[src/hw/rtl/kitp_pkg.sv]
`timescale 1ns / 1ps
`default_nettype none
package kitp_pkg;
	localparam int EXP_BYTES_D = 4;
	localparam int MAX_IMPORT_BYTES_D = 2048;
	localparam int MAX_LEN_FIELD_BYTES_D = 2;
	localparam int NUM_COMPONENTS_D = 6;

	localparam logic [1:0] REQ_START = 2'd0;
	localparam logic [1:0] REQ_DATA = 2'd1;
	localparam logic [1:0] REQ_FINISH = 2'd2;
	localparam logic [1:0] REQ_UNUSED = 2'd3;

	localparam logic [1:0] ST_OK = 2'd0;
	localparam logic [1:0] ST_DONE = 2'd1;
	localparam logic [1:0] ST_LEN = 2'd2;
	localparam logic [1:0] ST_DATA = 2'd3;

	localparam logic [1:0] REG_KEY_IS_RSA = 2'd0;
	localparam logic [1:0] REG_PRIVATE_LEN = 2'd1;
	localparam logic [1:0] REG_PUBLIC_LEN = 2'd2;
	localparam logic [1:0] REG_TOTAL_LENGTH = 2'd3;

	localparam logic [7:0] TAG_7F = 8'h7F;
	localparam logic [7:0] TAG_48 = 8'h48;
	localparam logic [7:0] TAG_5F = 8'h5F;
	localparam logic [7:0] TAG_ECC_PRI = 8'h92;
	localparam logic [7:0] TAG_ECC_PUB = 8'h99;
	localparam logic [7:0] TAG_RSA_BASE = 8'h91;
	localparam logic [15:0] TEMPLATE_MAX = 16'h0016;
	localparam logic [31:0] PRIME_FLOOR = 32'hB504F334;
	localparam logic [7:0] LEN_LONG = 8'h80;

	// Item queued from front to back
	typedef struct packed {
		logic [1:0] req;
		logic [7:0] data;
	} kitp_item_t;

	// Result record
	typedef struct packed {
		logic [1:0] status;
		logic       wvalid;
		logic [2:0] comp;
		logic [7:0] off;
		logic [7:0] wbyte;
	} kitp_res_t;
endpackage
`default_nettype wire

[src/hw/rtl/kitp_front.sv]
`timescale 1ns / 1ps
`default_nettype none
module kitp_front (
	input  wire                  clk,
	input  wire                  arst_n,
	input  wire                  push,
	output logic                 full,
	input  wire [1:0]            req_type,
	input  wire [7:0]            data_byte,
	output kitp_pkg::kitp_item_t item,
	output logic                 item_valid,
	input  wire                  item_take
);
	import kitp_pkg::*;

	// Two-entry queue toward the back end
	kitp_item_t mem_q [2];
	logic       wp_q, rp_q;
	logic [1:0] cnt_q;
	logic       do_push;

	assign full = cnt_q[1];
	assign do_push = push && !full;
	assign item_valid = cnt_q != 2'd0;
	assign item = mem_q[rp_q];

	always_ff @(posedge clk or negedge arst_n) begin
		if (!arst_n) begin
			wp_q <= 1'b0;
			rp_q <= 1'b0;
			cnt_q <= 2'd0;
		end else begin
			if (do_push) wp_q <= !wp_q;
			if (item_take) rp_q <= !rp_q;
			cnt_q <= cnt_q + {1'b0, do_push} - {1'b0, item_take};
		end
	end

	always_ff @(posedge clk) begin
		if (do_push) begin
			mem_q[wp_q].req <= req_type;
			mem_q[wp_q].data <= data_byte;
		end
	end
endmodule
`default_nettype wire

[src/hw/rtl/kitp_back.sv]
`timescale 1ns / 1ps
`default_nettype none
module kitp_back #(
	parameter int EXP_BYTES = kitp_pkg::EXP_BYTES_D,
	parameter int MAX_IMPORT_BYTES = kitp_pkg::MAX_IMPORT_BYTES_D,
	parameter int MAX_LEN_FIELD_BYTES = kitp_pkg::MAX_LEN_FIELD_BYTES_D,
	parameter int NUM_COMPONENTS = kitp_pkg::NUM_COMPONENTS_D
) (
	input  wire                  clk,
	input  wire                  arst_n,
	input  wire                  key_is_rsa,
	input  wire [8:0]            private_len,
	input  wire [7:0]            public_len,
	input  wire [15:0]           total_length,
	input  kitp_pkg::kitp_item_t item,
	input  wire                  item_valid,
	output logic                 item_take,
	output kitp_pkg::kitp_res_t  res,
	output logic                 res_valid,
	input  wire                  res_take
);
	import kitp_pkg::*;

	localparam logic [2:0] NCOMP = 3'(NUM_COMPONENTS);
	localparam logic [8:0] EXPB = 9'(EXP_BYTES);
	localparam logic [15:0] MAXIMP = 16'(MAX_IMPORT_BYTES);
	localparam logic [6:0] MAXLF = 7'(MAX_LEN_FIELD_BYTES);

	typedef enum logic [9:0] {
		PH_TAG_7F = 10'b0000000001, PH_TAG_48 = 10'b0000000010,
		PH_TPL_LEN = 10'b0000000100, PH_TPL_TAG = 10'b0000001000,
		PH_TPL_VLEN = 10'b0000010000, PH_TAG_5F = 10'b0000100000,
		PH_TAG_48B = 10'b0001000000, PH_DATA_LEN = 10'b0010000000,
		PH_DATA = 10'b0100000000, PH_DONE = 10'b1000000000
	} phase_t;

	// Skip pass: after a component ends or the data length is taken, steps over
	// empty components before the next item is taken
	typedef enum logic [1:0] {
		BK_RUN = 2'b01, BK_SKIP = 2'b10
	} bk_t;

	phase_t      phase_q, ph_n;
	bk_t         bk_q;
	logic [15:0] seen_q, seen_n;
	logic        lf_q, lf_n;
	logic [1:0]  lcnt_q, lcnt_n, ltak_q, ltak_n;
	logic [15:0] lacc_q, lacc_n, tend_q, tend_n, dtot_q, dtot_n;
	logic [2:0]  cidx_q, cidx_n;
	logic [8:0]  clen_q [6];
	logic [8:0]  clen_w;
	logic        clen_we;
	logic [8:0]  coff_q, coff_n;
	logic [31:0] ptop_q, ptop_n, qtop_q, qtop_n;
	logic        err_q, err_n;
	logic        skip_n;
	kitp_res_t   r;

	logic [8:0]  pri;
	logic [2:0]  lim;
	logic        go;
	logic [7:0]  b;
	logic        lrdy, lbad;
	logic [15:0] lval, lsum;
	logic [8:0]  cl, off, olim;
	logic [1:0]  st;
	logic [4:0]  sh;

	assign pri = (private_len > 9'd256) ? 9'd256 : private_len;
	assign lim = key_is_rsa ? NCOMP : ((clen_q[1] == 9'd0) ? 3'd1 : 3'd2);
	assign b = item.data;
	assign cl = clen_q[cidx_q];

	// Output register: accept a new item when empty or draining, outside a skip pass
	assign go = (bk_q == BK_RUN) && item_valid && (!res_valid || res_take);
	assign item_take = go;

	always_comb begin
		ph_n = phase_q; seen_n = seen_q; lf_n = lf_q; lcnt_n = lcnt_q;
		ltak_n = ltak_q; lacc_n = lacc_q; tend_n = tend_q; dtot_n = dtot_q;
		cidx_n = cidx_q; coff_n = coff_q; ptop_n = ptop_q; qtop_n = qtop_q;
		err_n = err_q; clen_w = 9'd0; clen_we = 1'b0; skip_n = 1'b0;
		r = '0; st = ST_OK; lrdy = 1'b0; lbad = 1'b0; lval = 16'd0;
		lsum = 16'd0; off = 9'd0; olim = 9'd0; sh = 5'd0;
		// BER length decoder
		if (!lf_q) begin
			if (!b[7]) begin
				lrdy = 1'b1; lval = {8'd0, b};
			end else if (b[6:0] == 7'd0 || b[6:0] > MAXLF || b[6:0] > 7'd2) begin
				lbad = 1'b1;
			end
		end else begin
			lval = {lacc_q[7:0], b};
			lrdy = (ltak_q + 2'd1) >= lcnt_q;
		end
		lsum = seen_q + 16'd1 + lval;
		if (item.req == REQ_START) begin
			ph_n = PH_TAG_7F; seen_n = '0; lf_n = 0; lcnt_n = 0; ltak_n = 0;
			lacc_n = 0; tend_n = 0; cidx_n = 0; dtot_n = 0; coff_n = 0;
			ptop_n = 0; qtop_n = 0; err_n = 0; skip_n = 1'b1;
		end else if (item.req == REQ_UNUSED || err_q) begin
			st = ST_DATA;
		end else if (item.req == REQ_FINISH) begin
			if (total_length > MAXIMP || seen_q != total_length || phase_q != PH_DONE)
				st = ST_LEN;
			else if (key_is_rsa && (ptop_q < PRIME_FLOOR || qtop_q < PRIME_FLOOR))
				st = ST_DATA;
			else
				st = ST_DONE;
		end else if (total_length > MAXIMP) begin
			st = ST_LEN;
		end else if (seen_q >= total_length || phase_q == PH_DONE) begin
			st = ST_DATA;
		end else begin
			seen_n = seen_q + 16'd1;
			case (phase_q)
				PH_TAG_7F: begin
					if (b != TAG_7F) st = ST_DATA; else ph_n = PH_TAG_48;
				end
				PH_TAG_48: begin
					if (b != TAG_48) st = ST_DATA; else ph_n = PH_TPL_LEN;
				end
				PH_TAG_5F: begin
					if (b != TAG_5F) st = ST_DATA; else ph_n = PH_TAG_48B;
				end
				PH_TAG_48B: begin
					if (b != TAG_48) st = ST_DATA; else ph_n = PH_DATA_LEN;
				end
				PH_TPL_TAG: begin
					if (key_is_rsa) begin
						if (cidx_q >= NCOMP || b != TAG_RSA_BASE + {5'd0, cidx_q})
							st = ST_DATA;
					end else if ((cidx_q == 3'd0 && b != TAG_ECC_PRI) ||
						(cidx_q == 3'd1 && b != TAG_ECC_PUB)) begin
						st = ST_DATA;
					end
					if (st == ST_OK) ph_n = PH_TPL_VLEN;
				end
				PH_TPL_LEN, PH_TPL_VLEN, PH_DATA_LEN: begin
					if (lbad) begin
						st = ST_LEN;
					end else if (!lrdy) begin
						if (!lf_q) begin
							lf_n = 1'b1; lcnt_n = b[1:0]; ltak_n = 0; lacc_n = 0;
						end else begin
							lacc_n = lval; ltak_n = ltak_q + 2'd1;
						end
					end else begin
						lf_n = 0; lcnt_n = 0; ltak_n = 0; lacc_n = lf_q ? lval : lacc_q;
						if (phase_q == PH_DATA_LEN) begin
							if (lval != dtot_q) st = ST_DATA;
							else begin
								cidx_n = 0; coff_n = 0; ph_n = PH_DATA; skip_n = 1'b1;
							end
						end else if ({1'b0, seen_q} + 17'd1 + {1'b0, lval} >
							{1'b0, total_length}) begin
							st = ST_LEN;
						end else if (phase_q == PH_TPL_LEN) begin
							if (lval > TEMPLATE_MAX) st = ST_DATA;
							else begin
								tend_n = lsum; cidx_n = 0; dtot_n = 0; ph_n = PH_TPL_TAG;
							end
						end else begin
							if (key_is_rsa) begin
								if (cidx_q >= NCOMP) st = ST_DATA;
								else if (cidx_q == 3'd0) begin
									if (lval != {7'd0, EXPB}) st = ST_DATA;
								end else if (cidx_q <= 3'd2) begin
									if (lval != {7'd0, pri}) st = ST_DATA;
								end else if (lval > {7'd0, pri}) st = ST_DATA;
							end else begin
								if (cidx_q == 3'd0) begin
									if (lval > {7'd0, pri}) st = ST_DATA;
								end else if (cidx_q == 3'd1) begin
									if (lval > {8'd0, public_len} + 16'd1) st = ST_DATA;
								end else st = ST_DATA;
							end
							if (st == ST_OK) begin
								clen_we = 1'b1; clen_w = lval[8:0];
								cidx_n = cidx_q + 3'd1;
								dtot_n = dtot_q + lval;
								if (seen_n == tend_q) begin
									if (key_is_rsa && cidx_n != NCOMP) st = ST_DATA;
									else begin
										cidx_n = 0; ph_n = PH_TAG_5F;
									end
								end else if (seen_n < tend_q) ph_n = PH_TPL_TAG;
								else st = ST_DATA;
							end
						end
					end
				end
				PH_DATA: begin
					// phase is already past empty components here
					if (cidx_q >= 3'd6) st = ST_DATA;
					else if (key_is_rsa) begin
						off = (cidx_q >= 3'd3) ? pri - cl + coff_q : coff_q;
						olim = (cidx_q == 3'd0) ? EXPB : pri;
						if (cidx_q >= NCOMP || off >= olim) st = ST_DATA;
						else begin
							if (off < 9'd4) begin
								sh = 5'(8 * (3 - off[1:0]));
								if (cidx_q == 3'd1)
									ptop_n = (ptop_q & ~(32'hFF << sh)) | ({24'd0, b} << sh);
								if (cidx_q == 3'd2)
									qtop_n = (qtop_q & ~(32'hFF << sh)) | ({24'd0, b} << sh);
							end
							r.wvalid = 1'b1; r.comp = cidx_q; r.off = off[7:0]; r.wbyte = b;
						end
					end else if (cidx_q == 3'd0) begin
						off = pri - cl + coff_q;
						if (off >= pri) st = ST_DATA;
						else begin
							r.wvalid = 1'b1; r.off = off[7:0]; r.wbyte = b;
						end
					end else if (cidx_q != 3'd1 || clen_q[1] == 9'd0) st = ST_DATA;
					if (st == ST_OK) begin
						if (coff_q + 9'd1 == cl) begin
							coff_n = 0; cidx_n = cidx_q + 3'd1;
							if (cidx_n == lim) ph_n = PH_DONE; else skip_n = 1'b1;
						end else coff_n = coff_q + 9'd1;
					end
				end
				default: st = ST_DATA;
			endcase
		end
		if (st >= ST_LEN) begin
			ph_n = phase_q; seen_n = seen_q; lf_n = lf_q; lcnt_n = lcnt_q;
			ltak_n = ltak_q; lacc_n = lacc_q; tend_n = tend_q; dtot_n = dtot_q;
			cidx_n = cidx_q; coff_n = coff_q; ptop_n = ptop_q; qtop_n = qtop_q;
			clen_we = 1'b0; skip_n = 1'b0; r = '0;
			if (item.req != REQ_UNUSED && !err_q) err_n = 1'b1;
			// length bytes already consumed before the error stay consumed
			if (item.req == REQ_DATA && !err_q && total_length <= MAXIMP &&
				seen_q < total_length && phase_q != PH_DONE) begin
				seen_n = seen_q + 16'd1;
				if (phase_q == PH_DATA_LEN || phase_q == PH_TPL_LEN ||
					phase_q == PH_TPL_VLEN) begin
					if (lrdy) begin
						lf_n = 0; lcnt_n = 0; ltak_n = 0; lacc_n = lf_q ? lval : lacc_q;
					end
				end
				if (phase_q == PH_DATA) skip_n = 1'b0;
			end
		end
		r.status = st;
	end

	always_ff @(posedge clk or negedge arst_n) begin
		if (!arst_n) begin
			phase_q <= PH_TAG_7F; bk_q <= BK_RUN; seen_q <= '0; lf_q <= 1'b0;
			lcnt_q <= '0; ltak_q <= '0; lacc_q <= '0; tend_q <= '0; dtot_q <= '0;
			cidx_q <= '0; coff_q <= '0; ptop_q <= '0; qtop_q <= '0; err_q <= 1'b0;
			res_valid <= 1'b0;
			for (int i = 0; i < 6; i++) clen_q[i] <= '0;
		end else begin
			res_valid <= go || (res_valid && !res_take);
			if (go) begin
				phase_q <= ph_n; seen_q <= seen_n; lf_q <= lf_n; lcnt_q <= lcnt_n;
				ltak_q <= ltak_n; lacc_q <= lacc_n; tend_q <= tend_n; dtot_q <= dtot_n;
				cidx_q <= cidx_n; coff_q <= coff_n; ptop_q <= ptop_n; qtop_q <= qtop_n;
				err_q <= err_n;
				if (item.req == REQ_START) begin
					for (int i = 0; i < 6; i++) clen_q[i] <= '0;
				end else if (clen_we) clen_q[cidx_q] <= clen_w;
				if (skip_n && (ph_n == PH_DATA)) bk_q <= BK_SKIP;
			end else if (bk_q == BK_SKIP) begin
				// step over empty components one per cycle
				if (phase_q != PH_DATA) bk_q <= BK_RUN;
				else if (cidx_q >= lim) begin
					phase_q <= PH_DONE; bk_q <= BK_RUN;
				end else if (clen_q[cidx_q] != 9'd0) bk_q <= BK_RUN;
				else cidx_q <= cidx_q + 3'd1;
			end
		end
	end

	always_ff @(posedge clk) begin
		if (go) res <= r;
	end
endmodule
`default_nettype wire

[src/hw/rtl/key_import_tlv_stream_parser_top.sv]
`timescale 1ns / 1ps
`default_nettype none
// Channel  | Handshake          | Payload
// input    | push / full        | req_type, data_byte
// result   | empty / pop        | status, write_valid, write_component, write_offset, write_byte
// config   | cfg_we             | cfg_index, cfg_wdata
// A two-entry queue feeds the back end, which takes one item per cycle into a
// result register while that register is empty or popped and no skip pass runs.
// After a component ends, or the data length is taken, the back end steps over
// empty components before it takes the next item.
// Sustained rate is one item per cycle with pop held high, outside skip passes.
// Reset clears all control state (queue entries and result payload are not reset); config resets to RSA off, 32, 64, 0.
module key_import_tlv_stream_parser_top #(
	parameter int EXP_BYTES = kitp_pkg::EXP_BYTES_D,
	parameter int MAX_IMPORT_BYTES = kitp_pkg::MAX_IMPORT_BYTES_D,
	parameter int MAX_LEN_FIELD_BYTES = kitp_pkg::MAX_LEN_FIELD_BYTES_D,
	parameter int NUM_COMPONENTS = kitp_pkg::NUM_COMPONENTS_D
) (
	input  wire        clk,
	input  wire        arst_n,
	input  wire        push,
	output logic       full,
	input  wire [1:0]  req_type,
	input  wire [7:0]  data_byte,
	output logic       empty,
	input  wire        pop,
	output logic [1:0] status,
	output logic       write_valid,
	output logic [2:0] write_component,
	output logic [7:0] write_offset,
	output logic [7:0] write_byte,
	input  wire        cfg_we,
	input  wire [1:0]  cfg_index,
	input  wire [15:0] cfg_wdata
);
	import kitp_pkg::*;

	logic        rsa_q;
	logic [8:0]  pri_q;
	logic [7:0]  pub_q;
	logic [15:0] tot_q;
	kitp_item_t  item;
	logic        item_valid, item_take, res_valid;
	kitp_res_t   res;

	// Configuration registers
	always_ff @(posedge clk or negedge arst_n) begin
		if (!arst_n) begin
			rsa_q <= 1'b0; pri_q <= 9'd32; pub_q <= 8'd64; tot_q <= 16'd0;
		end else if (cfg_we) begin
			case (cfg_index)
				REG_KEY_IS_RSA: rsa_q <= cfg_wdata[0];
				REG_PRIVATE_LEN: pri_q <= cfg_wdata[8:0];
				REG_PUBLIC_LEN: pub_q <= cfg_wdata[7:0];
				REG_TOTAL_LENGTH: tot_q <= cfg_wdata;
				default: ;
			endcase
		end
	end

	kitp_front u_front (
		.clk(clk), .arst_n(arst_n), .push(push), .full(full),
		.req_type(req_type), .data_byte(data_byte),
		.item(item), .item_valid(item_valid), .item_take(item_take)
	);

	kitp_back #(
		.EXP_BYTES(EXP_BYTES), .MAX_IMPORT_BYTES(MAX_IMPORT_BYTES),
		.MAX_LEN_FIELD_BYTES(MAX_LEN_FIELD_BYTES), .NUM_COMPONENTS(NUM_COMPONENTS)
	) u_back (
		.clk(clk), .arst_n(arst_n), .key_is_rsa(rsa_q), .private_len(pri_q),
		.public_len(pub_q), .total_length(tot_q), .item(item),
		.item_valid(item_valid), .item_take(item_take), .res(res),
		.res_valid(res_valid), .res_take(pop && res_valid)
	);

	assign empty = !res_valid;
	assign status = res.status;
	assign write_valid = res.wvalid;
	assign write_component = res.comp;
	assign write_offset = res.off;
	assign write_byte = res.wbyte;
endmodule
`default_nettype wire

[config.mk]
export PLATFORM = sky130hd
export DESIGN_NAME = key_import_tlv_stream_parser_top
export DESIGN_NICKNAME = d
export VERILOG_FILES = /design/src/hw/rtl/kitp_pkg.sv /design/src/hw/rtl/kitp_front.sv /design/src/hw/rtl/kitp_back.sv /design/src/hw/rtl/key_import_tlv_stream_parser_top.sv
export SDC_FILE = /design/constraint.sdc
export NUM_CORES = 1
export LEC_CHECK = 0
export BUFFER_PORTS_ARGS = -buffer_cell sky130_fd_sc_hd__buf_2
export CAP_MARGIN = 25
export CORE_UTILIZATION = 64
export DETAILED_ROUTE_END_ITERATION = 16
export HOLD_SLACK_MARGIN = 0.05
export PLACE_DENSITY_LB_ADDON = 0.2
export SLEW_MARGIN = 10
export SYNTH_ARGS = -nofsm -noshare
export SYNTH_HDL_FRONTEND = slang
export SYNTH_HIERARCHICAL = 1
export SYNTH_SLANG_ARGS = --single-unit
export TNS_END_PERCENT = 5
[constraint.sdc]
create_clock -name clk -period 7.7 [get_ports clk]
set_input_delay 1.54 -clock clk [delete_from_list [all_inputs] [get_ports clk]]
set_output_delay 1.54 -clock clk [all_outputs]
set_load 0.005 [all_outputs]
==> qor.csv, run 1 <==
metric;value;unit
drtIter0Drc;1719;
synth_seq_cells;281;
syn_nets;2280;
slew_viol_final;0;
yosys.area.top_type;dfrtp_1;
hold_depth;2;
min_to;u_back/dtot_q[11]$_DFFE_PN0P_;
p_comb_share;48.2;%
async_flop_share;85.1;%
min_period;7.36;ns
avgRoutedWirePerCell;21.6;um
fin_setup_tns;0;ns
totalWireLength;54.9;mm
layout_commonest_cell;dfrtp_1;
drv_cap;0;
hp-class;reg -> reg;
num_io_pins;57;
cts_buffers;31;
hpwl;39.7;mm
worstSetupPathType;reg -> reg;
final_util;72.4;%
r2r-end;u_back/res[1]$_SDFFCE_PP0P_;
synth_edf_count;42;
avgSynthCellArea;9.17;sq um
die_x;175;um
final_cell_mix;dfrtp_1, o21ai_0, nand2_1;
grt_pass1_wl;86.9;mm
p_leak;9.52;nW
ant_nets;0;
worst_slew_pin_slew;0.973;ns
drive_gt1_share;12.3;%
p_seq_share;28.8;%
p_clk_share;23.0;%
critPathCaptureType;flop;
yosys_warnings;6;
viasPerCell;6.59;
vias;16700;
cts_buffer_depth;3;
r2r_slack;0.34;ns
first_global_vias;15800;
ctsRootBufferMaster;clkbuf_16;
drcViolationCount;0;
numClockSinks;281;
rows;62;
antenna_found_initial;0;
total_power;0.00656;W
start_util;65.9;%
yosysSeqAreaShare;37.9;%
crit_fanout;12;
setup_viol;0;
cts.clk_slew.worst_paths;0.06;ns
worstPathRequired;8.15;ns
grt_max_degree;115;
place_area;19800;sq um
synth_top_area_share;30.8;%
worstSetupStartpointType;flop;
cellPowerDensity;312;nW/um^2
rsz0062_at_grt;no;
fmax;0.136;GHz
syn_inst;2084;
die_h;175;um
relSlewSlack;35.0;%
regToRegStartpoint;u_front/rp_q$_DFFE_PN0P_;
r2r_cells;26;
tritoncts;yes;
synth_area_leaders;dfrtp_1, ha_1, edfxtp_1, o21ai_0, nand3_1;
swShare;43.4;%
syn-cell-area;19100;sq um
fin_nets;2325;
track_usage;36.0;%
status;complete, no violations;
dieArea;30600;sq um
finalHoldViolCount;0;
overflow;0;
p_sw;0.00285;W
critPathArrivalTime;7.82;ns
fin_crit_sh;95.6;%
synthToLayoutAreaGrowth;9.86;%
p_int;0.00371;W
ir_drop;216;uV
finalInstanceArea;21000;sq um
synth_cell_types;95;
firstDrtPassIters;6;
fin_skew;0.0191;ns
ys.flop_type;dfrtp_1;
min_from;u_back/dtot_q[11]$_DFFE_PN0P_;
core_area;29000;sq um
clock_latency;0.60;ns
gp_congestion;0.941;
antenna_cells;0;
port_buffers;56;
htreeDepth;1;
==> cells in the mapped netlist (all sizes together), types with 11 or more instances <==
master and n:
mux2 57, nor4 32, a21o 26, a211oi 26, nand2 177, nor2 147
buf 20, nor2b 17, dfrtp 235, a22oi 11, or3 14, ha 152
inv 108, mux2i 43, o21ai 191, o31ai 29, nor3 54, xor2 32
a21oi 82, o21a 12, edfxtp 42, xnor2 60, nand3 157, fa 11
nand2b 22, clkbuf 73, and2 30, and3 25, nand4 40
==> kinds of logic (layout without fill, tap and decap cells) <==
group           after synthesis  after routing  share of synthesized area [%]
xor+xnor                     92             92                           4.21
mux                         102            102                           6.04
buf+inv                     202            271                           4.22
simple gates                766            766                           20.7
fa+ha+maj                   165            165                           11.2
flops                       281            281                           37.9
compound gates              476            476                           15.7
==> power by group through the flow <==
stage / combinational [W] / clock [W] / sequential [W]
2_1_floorplan: 0.00214 / 0 / 0.00185
3_3_place_gp: 0.00296 / 0 / 0.00190
3_5_place_dp: 0.00302 / 0 / 0.00191
4_1_cts: 0.00305 / 0.00152 / 0.00189
5_1_grt: 0.00343 / 0.00158 / 0.00191
6_report: 0.00316 / 0.00151 / 0.00189
==> stage by stage <==
step                      hold slack, ns  instances  setup slack (ns)
after floorplan                    0.455       2084              1.12
after global placement             0.466       2472           0.00473
after detailed placement           0.474       2472           -0.0878
after CTS                          0.488       2531            0.0413
after global routing               0.520       2537            0.0214
final                              0.487       2537             0.337
==> layer usage <==
metal  track usage (%)  vias to the layer above  routed length, um
met5                 0                        -                  0
met4              10.2                        0               1570
met3              5.24                      124               4690
met2              55.3                      839              24200
met1              52.9                     8086              24400
li1                  -                     7681                  -
==> repair_timing <==
action                     4_1_cts  5_1_grt
setup endpoints to repair      110      189
pin swaps                        1        3
buffers inserted                 2        3
resized for setup                2        8
hold buffers                     0        0
==> layout make-up <==
type                       instances  area (sq um)
multi-input combinational       1601         11100
fill                            2228          8010
sequential                       281          7250
clock buffer                      40           882
timing repair buffer             105           718
tap                              384           480
inverter                         109           409
clock inverter                    17           148
==> registers in the layout, indices dropped and copies added (netlist names), 10 cells and up <==
register / cells
u_back/res: 22
u_back/ptop_q: 30
u_back/seen_q: 16
u_back/tend_q: 16
u_front/mem_q: 20
tot_q: 16
u_back/qtop_q: 30
u_back/clen_q: 54
u_back/dtot_q: 16
u_back/phase_q: 10
==> critical path: stages (launching register included) <==
cell and delay [ns]:
dfrtp_2 0.52, mux2_2 0.49, nand2b_2 0.28, and2_1 0.46, ha_1 0.37, and3_1 0.22
a221oi_2 0.38, a211oi_1 0.16, or3_1 0.36, a21oi_1 0.23, o21bai_1 0.09, a21oi_1 0.23
xnor2_1 0.19, ha_1 0.32, o21a_1 0.12, o21ai_0 0.28, a311oi_1 0.10, o31ai_1 0.28
o211ai_1 0.28, inv_1 0.18, nor2_1 0.12, nor3_1 0.33, buf_4 0.28, nand4_2 0.29
nor2_2 0.28, buf_4 0.19, and2_1 0.16
==> worst max path at each step <==
stage	start	endpoint	depth (start not counted)
detailed placement	u_front/rp_q$_DFFE_PN0P_	u_back/clen_q[14]$_DFFE_PN0P_	25
global route	u_front/rp_q$_DFFE_PN0P_	u_back/res[1]$_SDFFCE_PP0P_	26
CTS	u_front/rp_q$_DFFE_PN0P_	u_back/clen_q[14]$_DFFE_PN0P_	26
global placement	u_front/rp_q$_DFFE_PN0P_	u_back/clen_q[14]$_DFFE_PN0P_	25
finish	u_front/rp_q$_DFFE_PN0P_	u_back/res[1]$_SDFFCE_PP0P_	26
floorplan	u_back/cidx_q[2]$_DFFE_PN0P_	u_back/cidx_q[2]$_DFFE_PN0P_	25
Power figures use the tool's default switching activity.
==> run 2, diff against run 1 <==
--- a/config.mk
+++ b/config.mk
@@ -5,6 +5,7 @@
 export SDC_FILE = /design/constraint.sdc
 export NUM_CORES = 1
 export LEC_CHECK = 0
+export ABC_AREA = 1
 export BUFFER_PORTS_ARGS = -buffer_cell sky130_fd_sc_hd__buf_2
 export CAP_MARGIN = 25
 export CORE_UTILIZATION = 64
==> qor.csv, run 2 <==
metric;value;unit;change
status;complete, no violations;;unchanged
yosys_warnings;6;;unchanged
htreeDepth;1;;unchanged
total_power;0.00646;W;was 0.00656 W
ctsRootBufferMaster;clkbuf_16;;unchanged
port_buffers;56;;unchanged
grt_pass1_wl;100;mm;was 86.9 mm
worstSetupStartpointType;flop;;unchanged
first_global_vias;19100;;was 15800
yosysSeqAreaShare;34.4;%;was 37.9%
die_x;183;um;was 175 um
drive_gt1_share;8.18;%;was 12.3%
path_common_cell;nand2_1;;
syn_nets;3076;;was 2280
synthToLayoutAreaGrowth;7.37;%;was 9.86%
synth_top_area_share;28.0;%;was 30.8%
viasPerCell;5.96;;was 6.59
hp-class;reg -> reg;;unchanged
worstSetupPathType;reg -> reg;;unchanged
cts_buffer_depth;3;;unchanged
drtIter0Drc;2247;;was 1719
drcViolationCount;0;;unchanged
fin_skew;0.0147;ns;was 0.0191 ns
cts_setup_buffers;0;;was 2
worstPathRequired;8.18;ns;was 8.15 ns
critPathArrivalTime;7.66;ns;was 7.82 ns
finalHoldViolCount;0;;unchanged
drv_cap;0;;unchanged
cts_buffers;31;;unchanged
crit_slowest_cell;dfrtp_1;;was dfrtp_2
cts_hold_buf;0;;unchanged
p_leak;12.0;nW;was 9.52 nW
synth_cell_types;73;;was 95
yosys.area.top_type;dfrtp_1;;unchanged
overflow;0;;unchanged
min_period;7.18;ns;was 7.36 ns
cellPowerDensity;286;nW/um^2;was 312 nW/um^2
worst_slew_pin_slew;1.01;ns;was 0.973 ns
vias;20100;;was 16700
tritoncts;yes;;unchanged
synth_edf_count;42;;unchanged
critPathMaxStageDelay;0.72;ns;was 0.52 ns
firstDrtPassIters;7;;was 6
avgRoutedWirePerCell;18.6;um;was 21.6 um
hpwl;46.0;mm;was 39.7 mm
fin_crit_sh;93.3;%;was 95.6%
register_area;7250;sq um;about the same
ys.flop_type;dfrtp_1;;unchanged
grt_max_degree;102;;was 115
totalWireLength;62.6;mm;was 54.9 mm
ir_drop;202;uV;was 216 uV
clock_latency;0.61;ns;was 0.60 ns
avgSynthCellArea;7.30;sq um;was 9.17 sq um
dieArea;33600;sq um;was 30600 sq um
die_h;183;um;was 175 um
async_flop_share;85.1;%;unchanged
gp_congestion;1.03;;was 0.941
numClockSinks;281;;unchanged
crit_fanout;29;;was 12
fin_setup_tns;0;ns;unchanged
relSlewSlack;32.7;%;was 35.0%
syn_inst;2880;;was 2084
synth_seq_cells;281;;unchanged
fin_nets;3092;;was 2325
critPathCaptureType;flop;;unchanged
cts_resized;0;;was 2
synth_common_cells;nand2_1, inv_1, dfrtp_1, nor2_1, o21ai_0;;was dfrtp_1, o21ai_0, nand2_1, nand3_1, ha_1
setup_viol;0;;unchanged
antenna_found_initial;0;;unchanged
yosysMostFrequentCell;nand2_1;;was dfrtp_1
slew_viol_final;0;;unchanged
num_io_pins;57;;unchanged
fmax;0.139;GHz;was 0.136 GHz
ant_nets;0;;unchanged
synth_area_leaders;dfrtp_1, nand2_1, ha_1, edfxtp_1, inv_1;;was dfrtp_1, ha_1, edfxtp_1, o21ai_0, nand3_1
syn-cell-area;21000;sq um;was 19100 sq um
final_cell_mix;nand2_1, inv_1, dfrtp_1;;was dfrtp_1, o21ai_0, nand2_1
track_usage;37.7;%;was 36.0%
rows;66;;was 62
core_area;32500;sq um;was 29000 sq um
cts.clk_slew.worst_paths;0.06;ns;about the same
rsz0062_at_grt;no;;unchanged
start_util;64.8;%;was 65.9%
largest_reg_flops;54;;unchanged
layout_commonest_cell;nand2_1;;was dfrtp_1
n_fill_cell;2788;;was 2228
multiInputGateArea;12000;sq um;was 11100 sq um
largest_register;u_back/clen_q;;unchanged
top_regs;u_back/clen_q: 54 flops, u_back/ptop_q: 30 flops, u_back/qtop_q: 30 flops;;unchanged
## run 2: changes by cell type after synthesis, moves of 28 or more
| cell | delta |
|---|---|
| nor2_1 | +35 |
| mux2_2 | -46 |
| inv_1 | +222 |
| mux2i_1 | -43 |
| nand2_1 | +754 |
| o21ai_0 | -29 |
| buf_2 | +28 |
| xnor2_1 | -43 |
| clkbuf_1 | -33 |
| nand4_1 | +102 |
## run 2: cell families (layout without fill, tap and decap cells)
group / after synthesis / count (layout) / synth area share [%]
xor gates and xnor gates: 65 / 65 / 2.71
muxes: 10 / 10 / 0.696
AOI/OAI and AO/OA: 370 / 370 / 9.96
other: 0 / 1 / 0
and+or+nand+nor: 1550 / 1550 / 33.4
adders and majority gates: 163 / 163 / 10.1
DFF: 281 / 281 / 34.4
buffers and inverters: 441 / 482 / 8.74
## run 2: worst paths after layout
kind | slack, ns | end | startpoint | depth (start not counted)
max | 0.52 | u_back/seen_q[0]$_DFFE_PN0P_ | u_front/rp_q$_DFFE_PN0P_ | 36
min reg2reg | 0.47 | u_back/ptop_q[17]$_DFFE_PN0P_ | u_back/ptop_q[17]$_DFFE_PN0P_ | 2
min in group asynchronous | 0.96 | u_back/dtot_q[10]$_DFFE_PN0P_ | arst_n | 1
max reg2reg | 0.52 | u_back/seen_q[0]$_DFFE_PN0P_ | u_front/rp_q$_DFFE_PN0P_ | 36
max in group asynchronous | 5.40 | pri_q[8]$_DFFE_PN0P_ | arst_n | 2
min | 0.47 | u_back/ptop_q[17]$_DFFE_PN0P_ | u_back/ptop_q[17]$_DFFE_PN0P_ | 2
## run 2: layout make-up
cell class                      instances  area share [%]
Inverter                              343            5.74
Clock buffer                           38            3.68
Tap cell                              442            2.45
Clock inverter                         20           0.809
Multi-Input combinational cell       2158            53.0
Sequential cell                       281            32.1
Antenna cell                            1          0.0111
Timing Repair Buffer                   81            2.22
## run 2: layer usage
| layer | global-route usage (%) | part of all wire (%) |
|---|---|---|
| met1 | 51.4 | 43 |
| met2 | 59.2 | 45 |
| met3 | 6.22 | 8.1 |
| met4 | 16.8 | 4.4 |
| met5 | 0 | 0 |
## run 2: metrics by stage
step	instances	utilization [%]	area (sq um)	setup WS, ns	hold slack [ns]
global route	3363	69.6	22600	0.0670	0.496
floorplan	2880	-	21000	2.19	0.436
detailed placement	3302	66.3	21500	0.648	0.459
finish	3364	69.6	22600	0.518	0.475
global placement	3301	66.3	21500	0.914	0.454
CTS	3360	69.4	22500	0.625	0.475
## run 2: worst max-delay path: cells and delay by family, from the launching register on
kind	cells	cell delay (ns)
fa+ha+maj	2	0.63
buf+inv	3	0.76
compound gates	8	1.30
simple gates	21	3.11
flops	1	0.72
xor+xnor	1	0.08
mux	1	0.43
## run 2: power by group
group | internal (W) | switching, W | total (W)
Clock | 0.000839 | 0.000656 | 0.00149
Combinational | 0.000912 | 0.00216 | 0.00307
Sequential | 0.00172 | 0.000163 | 0.00189
Total | 0.00348 | 0.00298 | 0.00646
